[src/hw/rtl/qrs_pkg.sv]
`default_nettype none
package qrs_pkg;

  localparam int COEF_W        = 16;
  localparam int ROOT_W        = 40;
  localparam int IMAG_W        = 39;
  localparam int DEF_FRAC_BITS = 16;
  // |b*b - 4ac| stays below 2^33
  localparam int RAD_W         = 34;
  localparam int SQRT_W        = 17;
  // magnitude of -b +/- s and of 2|a|
  localparam int MAG_W         = 17;
  localparam int DIVR_W        = 17;
  localparam int LANES         = 3;

  typedef enum logic [1:0] {
    KIND_TWO_REAL = 2'd0,
    KIND_REPEATED = 2'd1,
    KIND_COMPLEX  = 2'd2,
    KIND_DEGEN    = 2'd3
  } root_kind_t;

  typedef struct packed {
    root_kind_t               kind;
    logic signed [COEF_W-1:0] a;
    logic signed [COEF_W-1:0] b;
  } sqrt_side_t;

  typedef struct packed {
    root_kind_t kind;
    logic       neg_one;
    logic       neg_two;
  } div_side_t;

endpackage
`default_nettype wire

[src/hw/rtl/qrs_disc.sv]
`default_nettype none
module qrs_disc (
  input  wire                             clk,
  input  wire                             rst_n,
  input  wire                             in_vld,
  input  wire  signed [qrs_pkg::COEF_W-1:0] a,
  input  wire  signed [qrs_pkg::COEF_W-1:0] b,
  input  wire  signed [qrs_pkg::COEF_W-1:0] c,
  output logic                            out_vld,
  output logic [qrs_pkg::RAD_W-1:0]       rad,
  output qrs_pkg::sqrt_side_t             side
);
  import qrs_pkg::*;

  logic                      vld1_r;
  logic signed [2*COEF_W-1:0] bb_r, ac_r;
  logic signed [COEF_W-1:0]  a1_r, b1_r;
  logic signed [RAD_W-1:0]   d_nxt;
  root_kind_t                kind_nxt;
  logic                      vld2_r;
  logic [RAD_W-1:0]          rad_r;
  sqrt_side_t                side_r;

  // products
  always_ff @(posedge clk) begin
    if (!rst_n) begin
      vld1_r <= 1'b0;
    end else begin
      vld1_r <= in_vld;
    end
    bb_r <= (2*COEF_W)'(b) * (2*COEF_W)'(b);
    ac_r <= (2*COEF_W)'(a) * (2*COEF_W)'(c);
    a1_r <= a;
    b1_r <= b;
  end

  // discriminant and root classification
  always_comb begin
    d_nxt = RAD_W'(bb_r) - (RAD_W'(ac_r) <<< 2);
    if (a1_r == '0) begin
      kind_nxt = KIND_DEGEN;
    end else if (d_nxt > 0) begin
      kind_nxt = KIND_TWO_REAL;
    end else if (d_nxt == '0) begin
      kind_nxt = KIND_REPEATED;
    end else begin
      kind_nxt = KIND_COMPLEX;
    end
  end

  always_ff @(posedge clk) begin
    if (!rst_n) begin
      vld2_r <= 1'b0;
    end else begin
      vld2_r <= vld1_r;
    end
    rad_r       <= d_nxt[RAD_W-1] ? RAD_W'(-d_nxt) : RAD_W'(d_nxt);
    side_r.kind <= kind_nxt;
    side_r.a    <= a1_r;
    side_r.b    <= b1_r;
  end

  assign out_vld = vld2_r;
  assign rad     = rad_r;
  assign side    = side_r;

endmodule
`default_nettype wire

[config.mk]
export PLATFORM = sky130hd
export DESIGN_NAME = qrs_disc
export DESIGN_NICKNAME = d
export VERILOG_FILES = /design/src/hw/rtl/qrs_pkg.sv /design/src/hw/rtl/qrs_disc.sv
export SDC_FILE = /design/constraint.sdc
export NUM_CORES = 2
export LEC_CHECK = 0
export BUFFER_PORTS_ARGS = -buffer_cell sky130_fd_sc_hd__buf_2
export CAP_MARGIN = 20
export CORE_MARGIN = 2
export CORE_UTILIZATION = 40
export CTS_CLUSTER_DIAMETER = 100
export DETAILED_ROUTE_END_ITERATION = 16
export PLACE_DENSITY = 0.53
export SLEW_MARGIN = 10
export SYNTH_ARGS = -nofsm -noshare
export SYNTH_HDL_FRONTEND = slang
export SYNTH_SLANG_ARGS = --single-unit
[constraint.sdc]
create_clock -name clk -period 21.3 [get_ports clk]
set_clock_uncertainty 0.05 [all_clocks]
set_input_delay 4.26 -clock clk [delete_from_list [all_inputs] [get_ports clk]]
set_output_delay 4.26 -clock clk [all_outputs]
set_load 0.01 [all_outputs]
==> results.cfg <==
[worst_setup_path]
worstPathRequired_ps = 21640
crit_fanout = 25
r2r-start = bb_r[2]
setup.worst_path.class = in -> reg
crit_start = b[15]
arrival_ps = 11330
critPathLaunchType = input pin
end_kind = register

[drt]
vias_per_cell = 4.929
wire_per_inst_um = 15.80
drt_pass1_iterations = 5
vias = 17300
routed_wl_um = 55490
drt-initial-drc-count = 633
ant_nets = 0
drc = 0

[worst_hold_path]
hp-start = b1_r[10]
min_path_type = reg -> reg

[floorplan]
coreArea_um2 = 61370
chipHeight_um = 252.6
io_pins = 120
die_w_um = 252.6
start_util_pct = 40.28
dieArea_um2 = 63810
rows = 91

[sta]
setup_violations = 0
finalCriticalPeriod_ps = 10980
timing.setup.tns_ps = 0
hold_viol_final = 0
fin_crit_sh_pct = 51.55
fmax_ghz = 0.09107
rsz0062_at_grt = false
slew_viol_final = 0
relSlewSlack_pct = 38.77
worstMarginPinSlew_ps = 910.0

[yosys]
yosysMostFrequentCell = inv_1
ys_seq_area_share_pct = 13.20
ys_seq_elements = 163
syn_avg_cell_area_um2 = 9.378
synth_edf_count = 0
ys_dominant_reg_cell = dfxtp_1
synth_top_area_share_pct = 40.57
yosysWarnings = 0
synth.cell_area_um2 = 24720
syn-instance-count = 2636
ys_top_cells_by_area = fa_1 (41%), dfxtp_1 (13%), ha_1 (10%)
synth-async-reset-ratio_pct = 0
yosys.area.top_type = fa_1
syn_nets = 3387
synth.cells.most_frequent = inv_1 (652), fa_1 (501), nand2_1 (237), ha_1 (199), and2_1 (176)
synthDistinctLibCells = 83

[clock_network]
ctsHoldBuffers = 0
cts-root-buf = clkbuf_16
cts_tree = built
cts-resized-gates = 0
post_cts_buffers = 0
clock_latency_ps = 480
cts_buffers = 17
cts.htree.levels = 4
clk_pin_slew_ps = 70
cts_sinks = 163
cts_buffer_depth = 2

[layout]
drive_above_1_share_pct = 6.762
nets = 3459
n_antenna_cell = 0
syn_to_final_growth_pct = 7.759

[grt]
track_usage_pct = 18.74
overflow = 0
grt_pass1_wl_um = 94010
antenna_found_initial = 1
grt_pass1_vias = 18840
grt_max_degree = 31

[place]
gp_congestion = 0.8324
port_buffers = 119
dp_hpwl_um = 46630

[outcome]
status = complete, no violations

[run]
drv_cap = 0
[stage by stage]
step	instances	setup slack (ps)	instance area (µm²)	util, %	hold slack [ps]
2_1_floorplan	2636	10770	24720	-	259.6
3_3_place_gp	3479	10180	26060	42.47	259.7
3_5_place_dp	3479	9916	26060	42.47	262.1
4_1_cts	3511	10420	26640	43.41	277.4
5_1_grt	3511	10010	26640	43.41	282.0
6_report	3511	10320	26640	43.41	276.4
[area by class of cell]
type,count,area [µm²]
repair buffers,121,610.6
fillers,5970,34730
clock inverters,13,135.1
inverters,653,2451
clock buffers,19,442.9
flip-flops and latches,163,3263
multi-input cells,1752,18750
well taps,790,988.4
[placed cells by master, fill, tap and decap left out, types with 4 or more instances in the layout]
master	instances
mux2i_1	4
nor2b_1	8
a211oi_1	12
nor3b_1	7
nand3_1	20
ha_1	199
a31oi_1	12
clkbuf_16	17
xor2_1	43
nand4_1	12
o2111ai_1	4
o211ai_1	7
and2_1	176
a21o_1	35
nand2b_1	22
nor3_1	28
fa_1	501
a21oi_1	75
nor4_1	6
o21bai_1	14
xnor2_1	77
o21ai_0	45
nor2_1	96
inv_1	652
inv_6	6
dfxtp_1	163
or3_1	5
o21a_1	15
or2_2	6
a31o_2	7
nand2_1	237
and3_1	9
buf_2	119
[critical path: stages]
cell,delay (ps)
buf_2,410
clkinv_1,430
nor2_1,260
fa_1,570
inv_1,140
fa_1,430
fa_1,500
fa_1,560
fa_1,430
fa_1,490
inv_1,40
ha_1,340
and3_1,250
and3_1,190
a221o_1,360
a31oi_1,340
o21ai_0,200
a2111oi_0,700
nor2_1,170
a211oi_1,230
[path summary, 6_finish.rpt]
kind,endpoint,slack (ps),cells after the start
worst min register to register,side[10],280,0
worst min-delay path,side[10],280,0
worst max register to register,rad[32],16860,14
worst max-delay path,bb_r[31],10320,20
[routing by layer]
layer	track usage, %	routed length, µm	vias up
li1	-	-	8119
met3	2.379	1745	49
met4	5.292	889	0
met5	0	0	-
met1	24.90	25190	8872
met2	32.11	27660	264
[registers in the layout, summed over array words and instances (netlist names)]
name,cells
out_vld,1
bb_r,30
side,34
rad,33
vld1_r,1
a1_r,16
ac_r,32
b1_r,16
[kinds of logic after synthesis]
kind of cell,after synthesis,share of synthesized area [%]
AND/OR/NAND/NOR,652,13.17
adder cells (fa/ha/maj),700,50.64
XOR/XNOR,120,4.251
multiplexers,4,0.1620
buffers and inverters,721,11.01
flip-flops,163,13.20
AO/OA/AOI/OAI,276,7.562
Power is left out: the tool's default activity adds up to more than one toggle a clock period on the data nets, which glitch-free logic cannot reach.
