File: src/hw/rtl/qrs_pkg.sv
`default_nettype none
package qrs_pkg;

  localparam int COEF_W        = 16;
  localparam int ROOT_W        = 40;
  localparam int IMAG_W        = 39;
  localparam int DEF_FRAC_BITS = 16;
  // |b*b - 4ac| stays below 2^33
  localparam int RAD_W         = 34;
  localparam int SQRT_W        = 17;
  // magnitude of -b +/- s and of 2|a|
  localparam int MAG_W         = 17;
  localparam int DIVR_W        = 17;
  localparam int LANES         = 3;

  typedef enum logic [1:0] {
    KIND_TWO_REAL = 2'd0,
    KIND_REPEATED = 2'd1,
    KIND_COMPLEX  = 2'd2,
    KIND_DEGEN    = 2'd3
  } root_kind_t;

  typedef struct packed {
    root_kind_t               kind;
    logic signed [COEF_W-1:0] a;
    logic signed [COEF_W-1:0] b;
  } sqrt_side_t;

  typedef struct packed {
    root_kind_t kind;
    logic       neg_one;
    logic       neg_two;
  } div_side_t;

endpackage
`default_nettype wire

File: src/hw/rtl/qrs_sqrt.sv
`default_nettype none
module qrs_sqrt (
  input  wire                        clk,
  input  wire                        rst_n,
  input  wire                        in_vld,
  input  wire [qrs_pkg::RAD_W-1:0]   rad,
  input  qrs_pkg::sqrt_side_t        in_side,
  output logic                       out_vld,
  output logic [qrs_pkg::SQRT_W-1:0] root,
  output qrs_pkg::sqrt_side_t        out_side
);
  import qrs_pkg::*;

  localparam int REM_W = SQRT_W + 3;

  logic                vld_r  [SQRT_W];
  logic [REM_W-1:0]    rem_r  [SQRT_W];
  logic [SQRT_W-1:0]   root_r [SQRT_W];
  logic [RAD_W-1:0]    rad_r  [SQRT_W];
  sqrt_side_t          side_r [SQRT_W];

  // one result bit per stage, two radicand bits consumed each time
  for (genvar g = 0; g < SQRT_W; g++) begin : g_stage
    logic             vld_in;
    logic [REM_W-1:0] rem_in;
    logic [SQRT_W-1:0] root_in;
    logic [RAD_W-1:0] rad_in;
    sqrt_side_t       side_in;
    logic [REM_W-1:0] rem_sh, trial;

    if (g == 0) begin : g_first
      assign vld_in  = in_vld;
      assign rem_in  = '0;
      assign root_in = '0;
      assign rad_in  = rad;
      assign side_in = in_side;
    end else begin : g_next
      assign vld_in  = vld_r[g-1];
      assign rem_in  = rem_r[g-1];
      assign root_in = root_r[g-1];
      assign rad_in  = rad_r[g-1];
      assign side_in = side_r[g-1];
    end

    assign rem_sh = {rem_in[REM_W-3:0], rad_in[RAD_W-1 -: 2]};
    assign trial  = {1'b0, root_in, 2'b01};

    always_ff @(posedge clk) begin
      if (!rst_n) begin
        vld_r[g] <= 1'b0;
      end else begin
        vld_r[g] <= vld_in;
      end
      if (rem_sh >= trial) begin
        rem_r[g]  <= rem_sh - trial;
        root_r[g] <= {root_in[SQRT_W-2:0], 1'b1};
      end else begin
        rem_r[g]  <= rem_sh;
        root_r[g] <= {root_in[SQRT_W-2:0], 1'b0};
      end
      rad_r[g]  <= rad_in << 2;
      side_r[g] <= side_in;
    end
  end

  assign out_vld  = vld_r[SQRT_W-1];
  assign root     = root_r[SQRT_W-1];
  assign out_side = side_r[SQRT_W-1];

endmodule
`default_nettype wire

File: config.mk
export PLATFORM = sky130hd
export DESIGN_NAME = qrs_sqrt
export DESIGN_NICKNAME = d
export VERILOG_FILES = /design/src/hw/rtl/qrs_pkg.sv /design/src/hw/rtl/qrs_sqrt.sv
export SDC_FILE = /design/constraint.sdc
export NUM_CORES = 1
export LEC_CHECK = 0
export BUFFER_PORTS_ARGS = -buffer_cell sky130_fd_sc_hd__buf_4
export CAP_MARGIN = 20
export CORE_UTILIZATION = 62
export CTS_CLUSTER_SIZE = 24
export DETAILED_ROUTE_END_ITERATION = 7
export PLACE_DENSITY_LB_ADDON = 0.08
export SLEW_MARGIN = 15
export SYNTH_ARGS = -nofsm -noshare
export SYNTH_HDL_FRONTEND = slang
export SYNTH_SLANG_ARGS = --single-unit
File: constraint.sdc
create_clock -name clk -period 6.4 [get_ports clk]
set_clock_uncertainty 0.1 [all_clocks]
set_input_delay 0.64 -clock clk [delete_from_list [all_inputs] [get_ports clk]]
set_output_delay 0.64 -clock clk [all_outputs]
set_load 0.1 [all_outputs]
==> results of run 1 <==
==> critical path, stage by stage (launching register included) <==
cell and delay (ns):
dfxtp_1 0.33, inv_1 0.04, ha_1 0.32, nor2b_1 0.15, o21ai_0 0.26, a21oi_1 0.15, o31ai_1 0.33, nand4b_1 0.73
and3b_1 0.52, nand3b_1 0.11, xnor2_1 0.11
==> worst paths after layout <==
kind	from	to	slack [ns]	cells after the start
max reg2reg	root_r[8][0]$_DFF_P_	rem_r[9][15]$_DFF_P_	3.19	10
max	root_r[8][0]$_DFF_P_	rem_r[9][15]$_DFF_P_	3.19	10
min reg2reg	root_r[9][3]$_DFF_P_	root_r[10][4]$_DFF_P_	0.21	0
min	rad[33]	root_r[0][0]$_DFF_P_	0.06	2
==> cells in the final DEF, fill, tap and decap left out, drive strengths merged, types with 8 or more instances in the layout <==
cell type / n
inv: 208
o211ai: 9
nand4: 19
xnor2: 114
clkbuf: 158
and2: 23
nor4: 26
o21ai: 103
a21oi: 155
or3: 27
nor2: 174
clkinv: 32
dlygate4sd3: 67
nand3: 40
a21o: 52
mux2: 36
o31ai: 13
xor2: 80
a31oi: 9
o21a: 34
nor2b: 25
ha: 171
nand2b: 31
buf: 127
bufinv: 11
a211oi: 8
dfxtp: 1288
or4: 8
nor3: 50
nand2: 138
or2: 9
==> per-layer routing <==
| layer | vias up | global-route usage (%) | wire [µm] |
|---|---|---|---|
| li1 | 10400 | - | - |
| met1 | 9591 | 24.7 | 26900 |
| met2 | 333 | 38.2 | 31600 |
| met3 | 131 | 3.64 | 2140 |
| met4 | 0 | 8.27 | 1890 |
| met5 | - | 0 | 0 |
==> synthesized netlist by cell type (all sizes together) (3+ instances only) <==
master / n
dfxtp: 1288
inv: 206
nor2: 174
ha: 171
a21oi: 155
nand2: 138
xnor2: 114
o21ai: 103
xor2: 80
a21o: 52
nor3: 50
nand3: 40
mux2: 36
o21a: 34
nand2b: 31
or3: 27
nor4: 26
nor2b: 25
and2: 23
nand4: 19
buf: 16
o31ai: 13
clkbuf: 12
a31oi: 9
o211ai: 9
or2: 9
a211oi: 8
or4: 8
o31a: 7
and3: 6
o21bai: 6
o22ai: 6
a211o: 5
a21boi: 5
mux2i: 5
nand3b: 5
nor3b: 5
nor4b: 5
and3b: 3
o41ai: 3
==> flip-flops by register name, summed over array words and instances (netlist names) <==
register / flops
rad_r: 272
rem_r: 268
root_r: 153
side_r: 578
vld_r: 17
==> cells by family after synthesis <==
family                     synth area share [%]
xor gates and xnor gates                   4.63
and+or+nand+nor                            8.13
DFF                                        70.3
adders and majority gates                  5.84
other                                    0.0102
buffers and inverters                      2.50
AOI/OAI and AO/OA                          7.32
muxes                                      1.24
==> layout make-up <==
type,instances,share of cell area (%)
Clock buffer,158,7.53
Clock inverter,51,1.56
Inverter,206,1.80
Multi-Input combinational cell,1442,23.2
Sequential cell,1288,59.9
Tap cell,765,2.22
Timing Repair Buffer,194,3.80
==> power groups by stage <==
stage               clock network, mW  registers [mW]  logic (mW)
floorplan                           0            9.70        1.81
global placement                    0            9.70        2.38
global route                     7.44            9.68        2.82
CTS                              7.05            9.58        2.51
finish                           6.93            9.58        2.52
detailed placement                  0            9.73        2.44
==> metrics by stage <==
| step | power (mW) | setup WS (ns) | hold slack [ns] | cells |
|---|---|---|---|---|
| finish | 19.0 | 3.19 | 0.0571 | 4104 |
| CTS | 19.1 | 3.13 | 0.0153 | 4103 |
| global route | 19.9 | 2.89 | 0.0351 | 4104 |
| floorplan | 11.5 | 3.89 | 0.210 | 2964 |
| detailed placement | 12.2 | 3.18 | 0.212 | 3827 |
| global placement | 12.1 | 2.91 | 0.210 | 3826 |
==> what timing repair did <==
item	CTS	global route
setup buffers	0	0
hold buffers	67	0
endpoints found under the hold margin	67	0
gates resized for setup	0	0
==> run summary, run 1 <==
Static Leak = 19.9 nW
area used by multi-input combinational logic = 9960 µm²
first-pass GRT wire length = 102000 µm
WL/cell = 15.2 µm
outcome = finished clean
Seq/Total Area, Yosys = 70.3%
worst rel slew slack = 43.8%
crit path launch type = flip-flop
Worst EP required = 6.90 ns
maximum VDD drop = 0.432 mV
Initial Util = 63.2%
Register Area = 25800 µm²
Critical Path Fanout Max = 18
Avg Cell Area, Syn = 12.4 µm²
# nets final = 3487
Fin. Hold Viols = 0
die area = 60100 µm²
final design utilization = 74.1%
worst min path class = input pin to flip-flop
Flop pwr share = 50.3%
Synth cell types = 74
clock group share of total power = 36.4%
Setup TNS = 0 ns
initial antenna violation count = 0
Achievable Freq = 311 MHz
PD cells = 442 nW/µm²
Int Power = 14.1 mW
number of flops mapped to enable cells by yosys = 0
Top-Level Pins = 123
ys flop type = dfxtp_1
WP data arrival = 3.72 ns
Core ar. = 58000 µm²
vias in the first global route = 21300
Final Slew Violations = 0
Root Driver = clkbuf_16
CP Capture Type = flip-flop
Die H = 245 µm
hpwl dp = 39000 µm
Layout area overhead = 17.3%
worst skew pair latency = 0.67 ns
area leader, netlist = dfxtp_1
critical path class = flip-flop to flip-flop
Die W = 245 µm
min cycle time layout = 3.21 ns
n_diodes = 0
Synth top area share = 70.3%
post-synthesis instance total = 2964
Max-Cap Viols = 0
Routed Antenna Nets = 0
Detailed Routing Iterations Pass 1 = 5
Syn. warnings = 0
CTS Buffer Depth = 3
setup violators final = 0
htree depth = 3
CTS Sinks = 1288
Combinational Power Share = 13.2%
TritonCTS clock tree = yes
Remaining Overflow, GRT = 0
total track usage = 21.1%
final wirelength = 62600 µm
ranking of synthesized cells by area = dfxtp_1, ha_1, xnor2_1
TritonCTS Buffers = 113
cell area after layout = 43000 µm²
Starting DRT DRC Count = 886
Reg clk slew, reported paths = 0.06 ns
fillers = 3608
RSZ-0062 raised after global routing = false
synthesized flop and latch total = 1288
final period utilization = 50.2%
mapped cell area = 36700 µm²
DR vias/cell = 4.99
GPL Wtd Cong = 0.869
sw power = 4.89 mW
largest net degree at the start of global routing = 29
fraction of registers with async set/reset = 0%
row cnt = 88
DP Area = 38400 µm²
share of post-route cells with drive strength above 1 = 11.2%
IO Port Bufs = 122
Via Count = 20500
Worst-Margin Slew = 0.838 ns
syn_nets = 3206
Net Sw Frac = 25.7%
DR DRC count = 0
No activity file was read; power rests on OpenSTA's default activity.
==> run 2, diff against run 1 <==
- CORE_UTILIZATION: 62 -> 54
- clock period: 6.4 -> 2.6 ns (I/O delays scaled with it)
==> run 2 against run 1 <==
Against the previous run:
- global-route usage fell by 3.9 points
- register-to-register slack got worse by 3.1 ns
- sequential cell count is the same
- largest cell class unchanged
- sequential share of layout area shrank 2.5 points
- die area rose by 15%
- design area increased by 4.4%
- core utilization down 7.3 points
- maximum frequency grew 26%
- via count rose by 1.6%
- final cell count increased by 5.4%
- clock-buffer cell count increased by 5
- sequential power rose by 150%
==> run summary, run 2 (synthesized netlist as in run 1, its figures left out) <==
outcome = finished clean
largest net degree at the start of global routing = 28 (-3.4%)
initial antenna violation count = 1 (+1)
Static Leak = 20.6 nW (+3.8%)
min cycle time layout = 2.54 ns (-0.671 ns)
WL/cell = 13.7 µm (-10%)
htree depth = 3 (unchanged)
GPL Wtd Cong = 0.901 (+3.7%)
Remaining Overflow, GRT = 0 (unchanged)
Setup TNS = 0 ns (unchanged)
cell family with most CP delay = simple AND/OR/NAND/NOR gates
Detailed Routing Iterations Pass 1 = 6 (+1)
n_diodes = 0 (unchanged)
share of post-route cells with drive strength above 1 = 16.5% (+5.3 points)
Reg clk slew, reported paths = 0.06 ns (about the same)
Fin. Hold Viols = 0 (unchanged)
final design utilization = 66.9% (-7.3 points)
Root Driver = clkbuf_16
first-pass GRT wire length = 98300 µm (-4.0%)
row cnt = 95 (+8.0%)
Layout area overhead = 22.5%
Hold WS = 0.115 ns (+0.0577 ns)
TritonCTS Buffers = 117 (+3.5%)
Most flops, register = side_r
RR Startpoint = root_r[1][0]$_DFF_P_
max FFs per register = 578 (unchanged)
DR vias/cell = 4.81 (-3.6%)
die area = 68900 µm² (+15%)
critical path class = flip-flop to flip-flop
overall power = 48.6 mW (+160%)
final period utilization = 97.8% (+48 points)
# nets final = 3596 (+3.1%)
worst min path class = input pin to flip-flop
final wirelength = 59300 µm (-5.3%)
Crit-path slowest cell = or4_4
CTS Sinks = 1288 (unchanged)
Bufs and invs on worst path = 1 (unchanged)
RSZ-0062 raised after global routing = true
Core ar. = 67200 µm² (+16%)
CP startpoint = root_r[1][0]$_DFF_P_
DR DRC count = 0 (unchanged)
Die H = 263 µm (+7.1%)
PD cells = 1080 nW/µm² (+140%)
vias in the first global route = 20800 (-2.2%)
Critical Path Fanout Max = 7 (-11)
crit path launch type = flip-flop
Top-Level Pins = 123 (unchanged)
DP Area = 39200 µm² (+2.0%)
most frequent cells in the layout = dfxtp_1, buf_4, inv_1
hpwl dp = 40500 µm (+3.9%)
Routed Antenna Nets = 0 (unchanged)
cell area after layout = 44900 µm² (+4.4%)
Cell Chain, Critical Path = inv_1 -> ha_4 -> nor2b_1 -> o21ai_0 -> nand2b_1 -> nand2b_1 -> nand3_2 -> or4_4 -> o41ai_2 -> o21ai_0
Worst EP required = 3.05 ns (-3.85 ns)
TritonCTS clock tree = yes
Starting DRT DRC Count = 916 (+3.4%)
Final WS setup = 0.0574 ns (-3.13 ns)
Worst-Margin Slew = 0.583 ns (-0.255 ns)
setup violators final = 0 (unchanged)
pre-CTS setup slack = -0.146 ns (-3.33 ns)
CP Capture Type = flip-flop
CTS Buffer Depth = 3 (unchanged)
hold path start = rad[13]
IO Port Bufs = 122 (unchanged)
Initial Util = 54.6% (-8.6 points)
worst skew pair latency = 0.68 ns (about the same)
Worst path max stage delay = 0.50 ns (-0.23 ns)
Die W = 263 µm (+7.1%)
most common cell after layout, fill and taps aside = dfxtp_1
WP data arrival = 2.99 ns (-0.73 ns)
Final Slew Violations = 0 (unchanged)
Top Registers = side_r: 578 flops, rad_r: 272 flops, rem_r: 268 flops
Max-Cap Viols = 0 (unchanged)
total track usage = 17.3% (-3.9 points)
maximum VDD drop = 0.927 mV (+110%)
placed cell count = 4015 (+4.9%)
Achievable Freq = 393 MHz (+26%)
worst rel slew slack = 60.1% (+16 points)
Non-Filler Instances = 4324 (+5.4%)
Via Count = 20800 (+1.6%)
-- run 2: cell types whose count changed in the layout (fill, tap and decap cells not counted), moves of 10 or more --
cell      previous run  this run
o21ai_0             95        83
ha_1               171       155
ha_4                 0        10
clkbuf_8            22        32
dfxtp_1           1288      1277
buf_4              125       214
dfxtp_2              0        11
-- run 2: report_power, final --
| part | internal [mW] | switching, mW | leakage [nW] |
|---|---|---|---|
| clock network | 11.1 | 7.10 | 2.10 |
| registers | 22.2 | 1.41 | 10.8 |
| logic | 3.30 | 3.61 | 7.73 |
| total | 36.5 | 12.1 | 20.6 |
-- run 2: cell type report --
class	instances	area, µm²
clock buffers	163	3440
flip-flops and latches	1288	25800
clock inverters	53	865
well taps	873	1090
multi-input cells	1442	10400
inverters	206	773
repair buffers	299	2520
fillers	4959	22200
-- run 2: repair_timing --
| item | in CTS | in global routing |
|---|---|---|
| hold endpoints to repair | 86 | 0 |
| resized for setup | 14 | 100 |
| hold buffers | 72 | 0 |
| pin swaps | 5 | 39 |
| setup endpoints to repair | 34 | 156 |
| setup buffers | 2 | 16 |
| gates cloned | 0 | 3 |
-- run 2: path summary, 6_finish.rpt --
path	endpoint	slack, ns	cells after the start
max	rem_r[2][11]$_DFF_P_	0.06	10
min	rad_r[0][13]$_DFF_P_	0.11	2
max reg2reg	rem_r[2][11]$_DFF_P_	0.06	10
min reg2reg	side_r[0][303]$_DFF_P_	0.19	0
-- run 2: metal layers --
layer,global-route usage [%],part of all wire (%),vias to the layer above
li1,-,-,10600
met1,21.3,45,9632
met2,30.0,48,394
met3,2.95,3.8,141
met4,6.77,3.0,0
met5,0,0,-
==> run 3, diff against run 2 <==
- CORE_UTILIZATION: 54 -> 31
==> run 3 against run 2 <==
Against the previous run:
- non-clock buffer count increased by 63
- sequential share of layout area decreased by 2.8 points
- wire length increased by 7.8%
- worst setup slack improved by 0.027 ns
- hold slack got worse by 0.044 ns
- highest routed layer unchanged
==> run summary, run 3 (synthesized netlist as in run 1, its figures left out) <==
Final WS setup = 0.0844 ns (+0.0269 ns)
Static Leak = 21.3 nW (+3.2%)
Root Driver = clkbuf_16
CTS Sinks = 1288 (unchanged)
first-pass GRT wire length = 104000 µm (+6.2%)
PD cells = 1090 nW/µm² (+0.35%)
Die H = 346 µm (+32%)
Die W = 346 µm (+32%)
hpwl dp = 43800 µm (+8.2%)
Reg2Reg Depth = 10 (unchanged)
total track usage = 10.7% (-6.5 points)
Worst path max stage delay = 0.38 ns (-0.12 ns)
Fin. Hold Viols = 0 (unchanged)
most frequent cells in the layout = dfxtp_1, buf_4, inv_1
Most flops, register = side_r
cell area after layout = 47200 µm² (+5.0%)
pre-CTS setup slack = -0.183 ns (-0.0378 ns)
TritonCTS Buffers = 139 (+19%)
row cnt = 125 (+32%)
Initial Util = 31.4% (-23 points)
CTS Buffer Depth = 3 (unchanged)
RSZ-0062 raised after global routing = true
Core ar. = 117000 µm² (+74%)
CP Capture Type = flip-flop
largest net degree at the start of global routing = 26 (-7.1%)
Top-Level Pins = 123 (unchanged)
Worst EP required = 3.13 ns (+0.08 ns)
GPL Wtd Cong = 0.835 (-7.4%)
Layout area overhead = 28.7%
Critical Path Fanout Max = 6 (-1)
share of post-route cells with drive strength above 1 = 17.5% (+0.95 points)
# nets final = 3681 (+2.4%)
die area = 120000 µm² (+74%)
Remaining Overflow, GRT = 0 (unchanged)
worst skew pair latency = 0.74 ns (+0.06 ns)
IO Port Bufs = 122 (unchanged)
htree depth = 4 (+1)
Final Slew Violations = 0 (unchanged)
Starting DRT DRC Count = 738 (-19%)
WP data arrival = 3.05 ns (+0.06 ns)
crit path launch type = flip-flop
final design utilization = 40.4% (-26 points)
Setup TNS = 0 ns (unchanged)
Reg clk slew, reported paths = 0.06 ns (about the same)
Routed Antenna Nets = 0 (unchanged)
min cycle time layout = 2.52 ns (-0.0269 ns)
initial antenna violation count = 3 (+2)
Hold Path Depth = 2 (unchanged)
WL/cell = 12.6 µm (-8.1%)
DR vias/cell = 4.11 (-15%)
Crit-path slowest cell = ha_2
Top Registers = side_r: 578 flops, rad_r: 272 flops, rem_r: 268 flops
final period utilization = 96.8% (-1.0 points)
Max-Cap Viols = 0 (unchanged)
most common cell after layout, fill and taps aside = dfxtp_1
worst min path class = input pin to flip-flop
maximum VDD drop = 0.672 mV (-27%)
final wirelength = 63900 µm (+7.8%)
DR DRC count = 0 (unchanged)
DP Area = 40200 µm² (+2.6%)
outcome = finished clean
Worst-Margin Slew = 0.663 ns (+0.0798 ns)
Achievable Freq = 398 MHz (+1.1%)
TritonCTS clock tree = yes
max FFs per register = 578 (unchanged)
worst rel slew slack = 55.4% (-4.7 points)
Detailed Routing Iterations Pass 1 = 4 (-2)
vias in the first global route = 21200 (+2.0%)
setup violators final = 0 (unchanged)
Cell Chain, Critical Path = inv_1 -> ha_2 -> nand4_1 -> a211oi_2 -> nor3_2 -> nor2_2 -> a21oi_2 -> a21oi_4 -> buf_4 -> mux2_2
critical path class = flip-flop to flip-flop
Via Count = 20900 (+0.29%)
[run 3: changes by cell type in the layout (fill, tap and decap cells not counted), sizes merged]
cell,delta
clkbuf,+37
diode,+2
buf,+22
inv,+4
clkinv,+3
clkinvlp,-1
dlygate4sd3,+40
bufinv,-6
[run 3: cell type report]
type | instances | area (µm²)
sequential | 1288 | 25800
fill | 11100 | 69500
antenna | 2 | 5.00
clock buffer | 199 | 4060
inverter | 206 | 773
timing repair buffer | 362 | 3240
clock inverter | 53 | 945
tap | 1524 | 1910
multi-input combinational | 1442 | 10500
[run 3: report_power, final]
part | internal [mW] | total (mW) | switching [mW]
registers | 22.2 | 23.6 | 1.44
clock network | 12.3 | 20.4 | 8.10
logic | 3.58 | 7.29 | 3.72
total | 38.0 | 51.3 | 13.3
[run 3: worst paths after layout]
| check | slack (ns) | startpoint | end |
|---|---|---|---|
| worst max-delay path | 0.08 | root_r[14][3]$_DFF_P_ | rem_r[15][15]$_DFF_P_ |
| worst max register to register | 0.08 | root_r[14][3]$_DFF_P_ | rem_r[15][15]$_DFF_P_ |
| worst min register to register | 0.20 | rad_r[0][310]$_DFF_P_ | rad_r[0][344]$_DFF_P_ |
| worst min-delay path | 0.07 | rad[17] | rad_r[0][17]$_DFF_P_ |
[run 3: routing by layer]
metal	up-vias	global-route usage, %	share of wire, %
met2	329	17.9	47
met1	9602	12.8	46
met5	-	0	0
met4	0	4.45	2.7
li1	10800	-	-
met3	133	3.10	5.0
[run 3: worst max-delay path, delay by kind of cell (launching register included)]
kind / cells / cell delay (ns)
muxes: 1 / 0.33
adders and majority gates: 1 / 0.38
buffers and inverters: 2 / 0.23
and+or+nand+nor: 3 / 0.40
AOI/OAI and AO/OA: 3 / 0.64
DFF: 1 / 0.32
[run 3: what timing repair did]
action,in CTS,in global routing
gates resized for setup,19,107
buffers inserted,4,15
endpoints found under the hold margin,86,0
hold buffers,112,0
pin swaps,6,30
endpoints found under the setup margin,46,128
cloned,3,4
[run 3: through the flow]
stage	std cells	hold slack [ns]	power, mW
after CTS	5055	0.00128	51.8
final	5076	0.0709	51.3
after global routing	5075	0.00664	54.2
after floorplan	2964	0.188	28.3
after detailed placement	4684	0.212	30.7
after global placement	4684	0.210	30.6
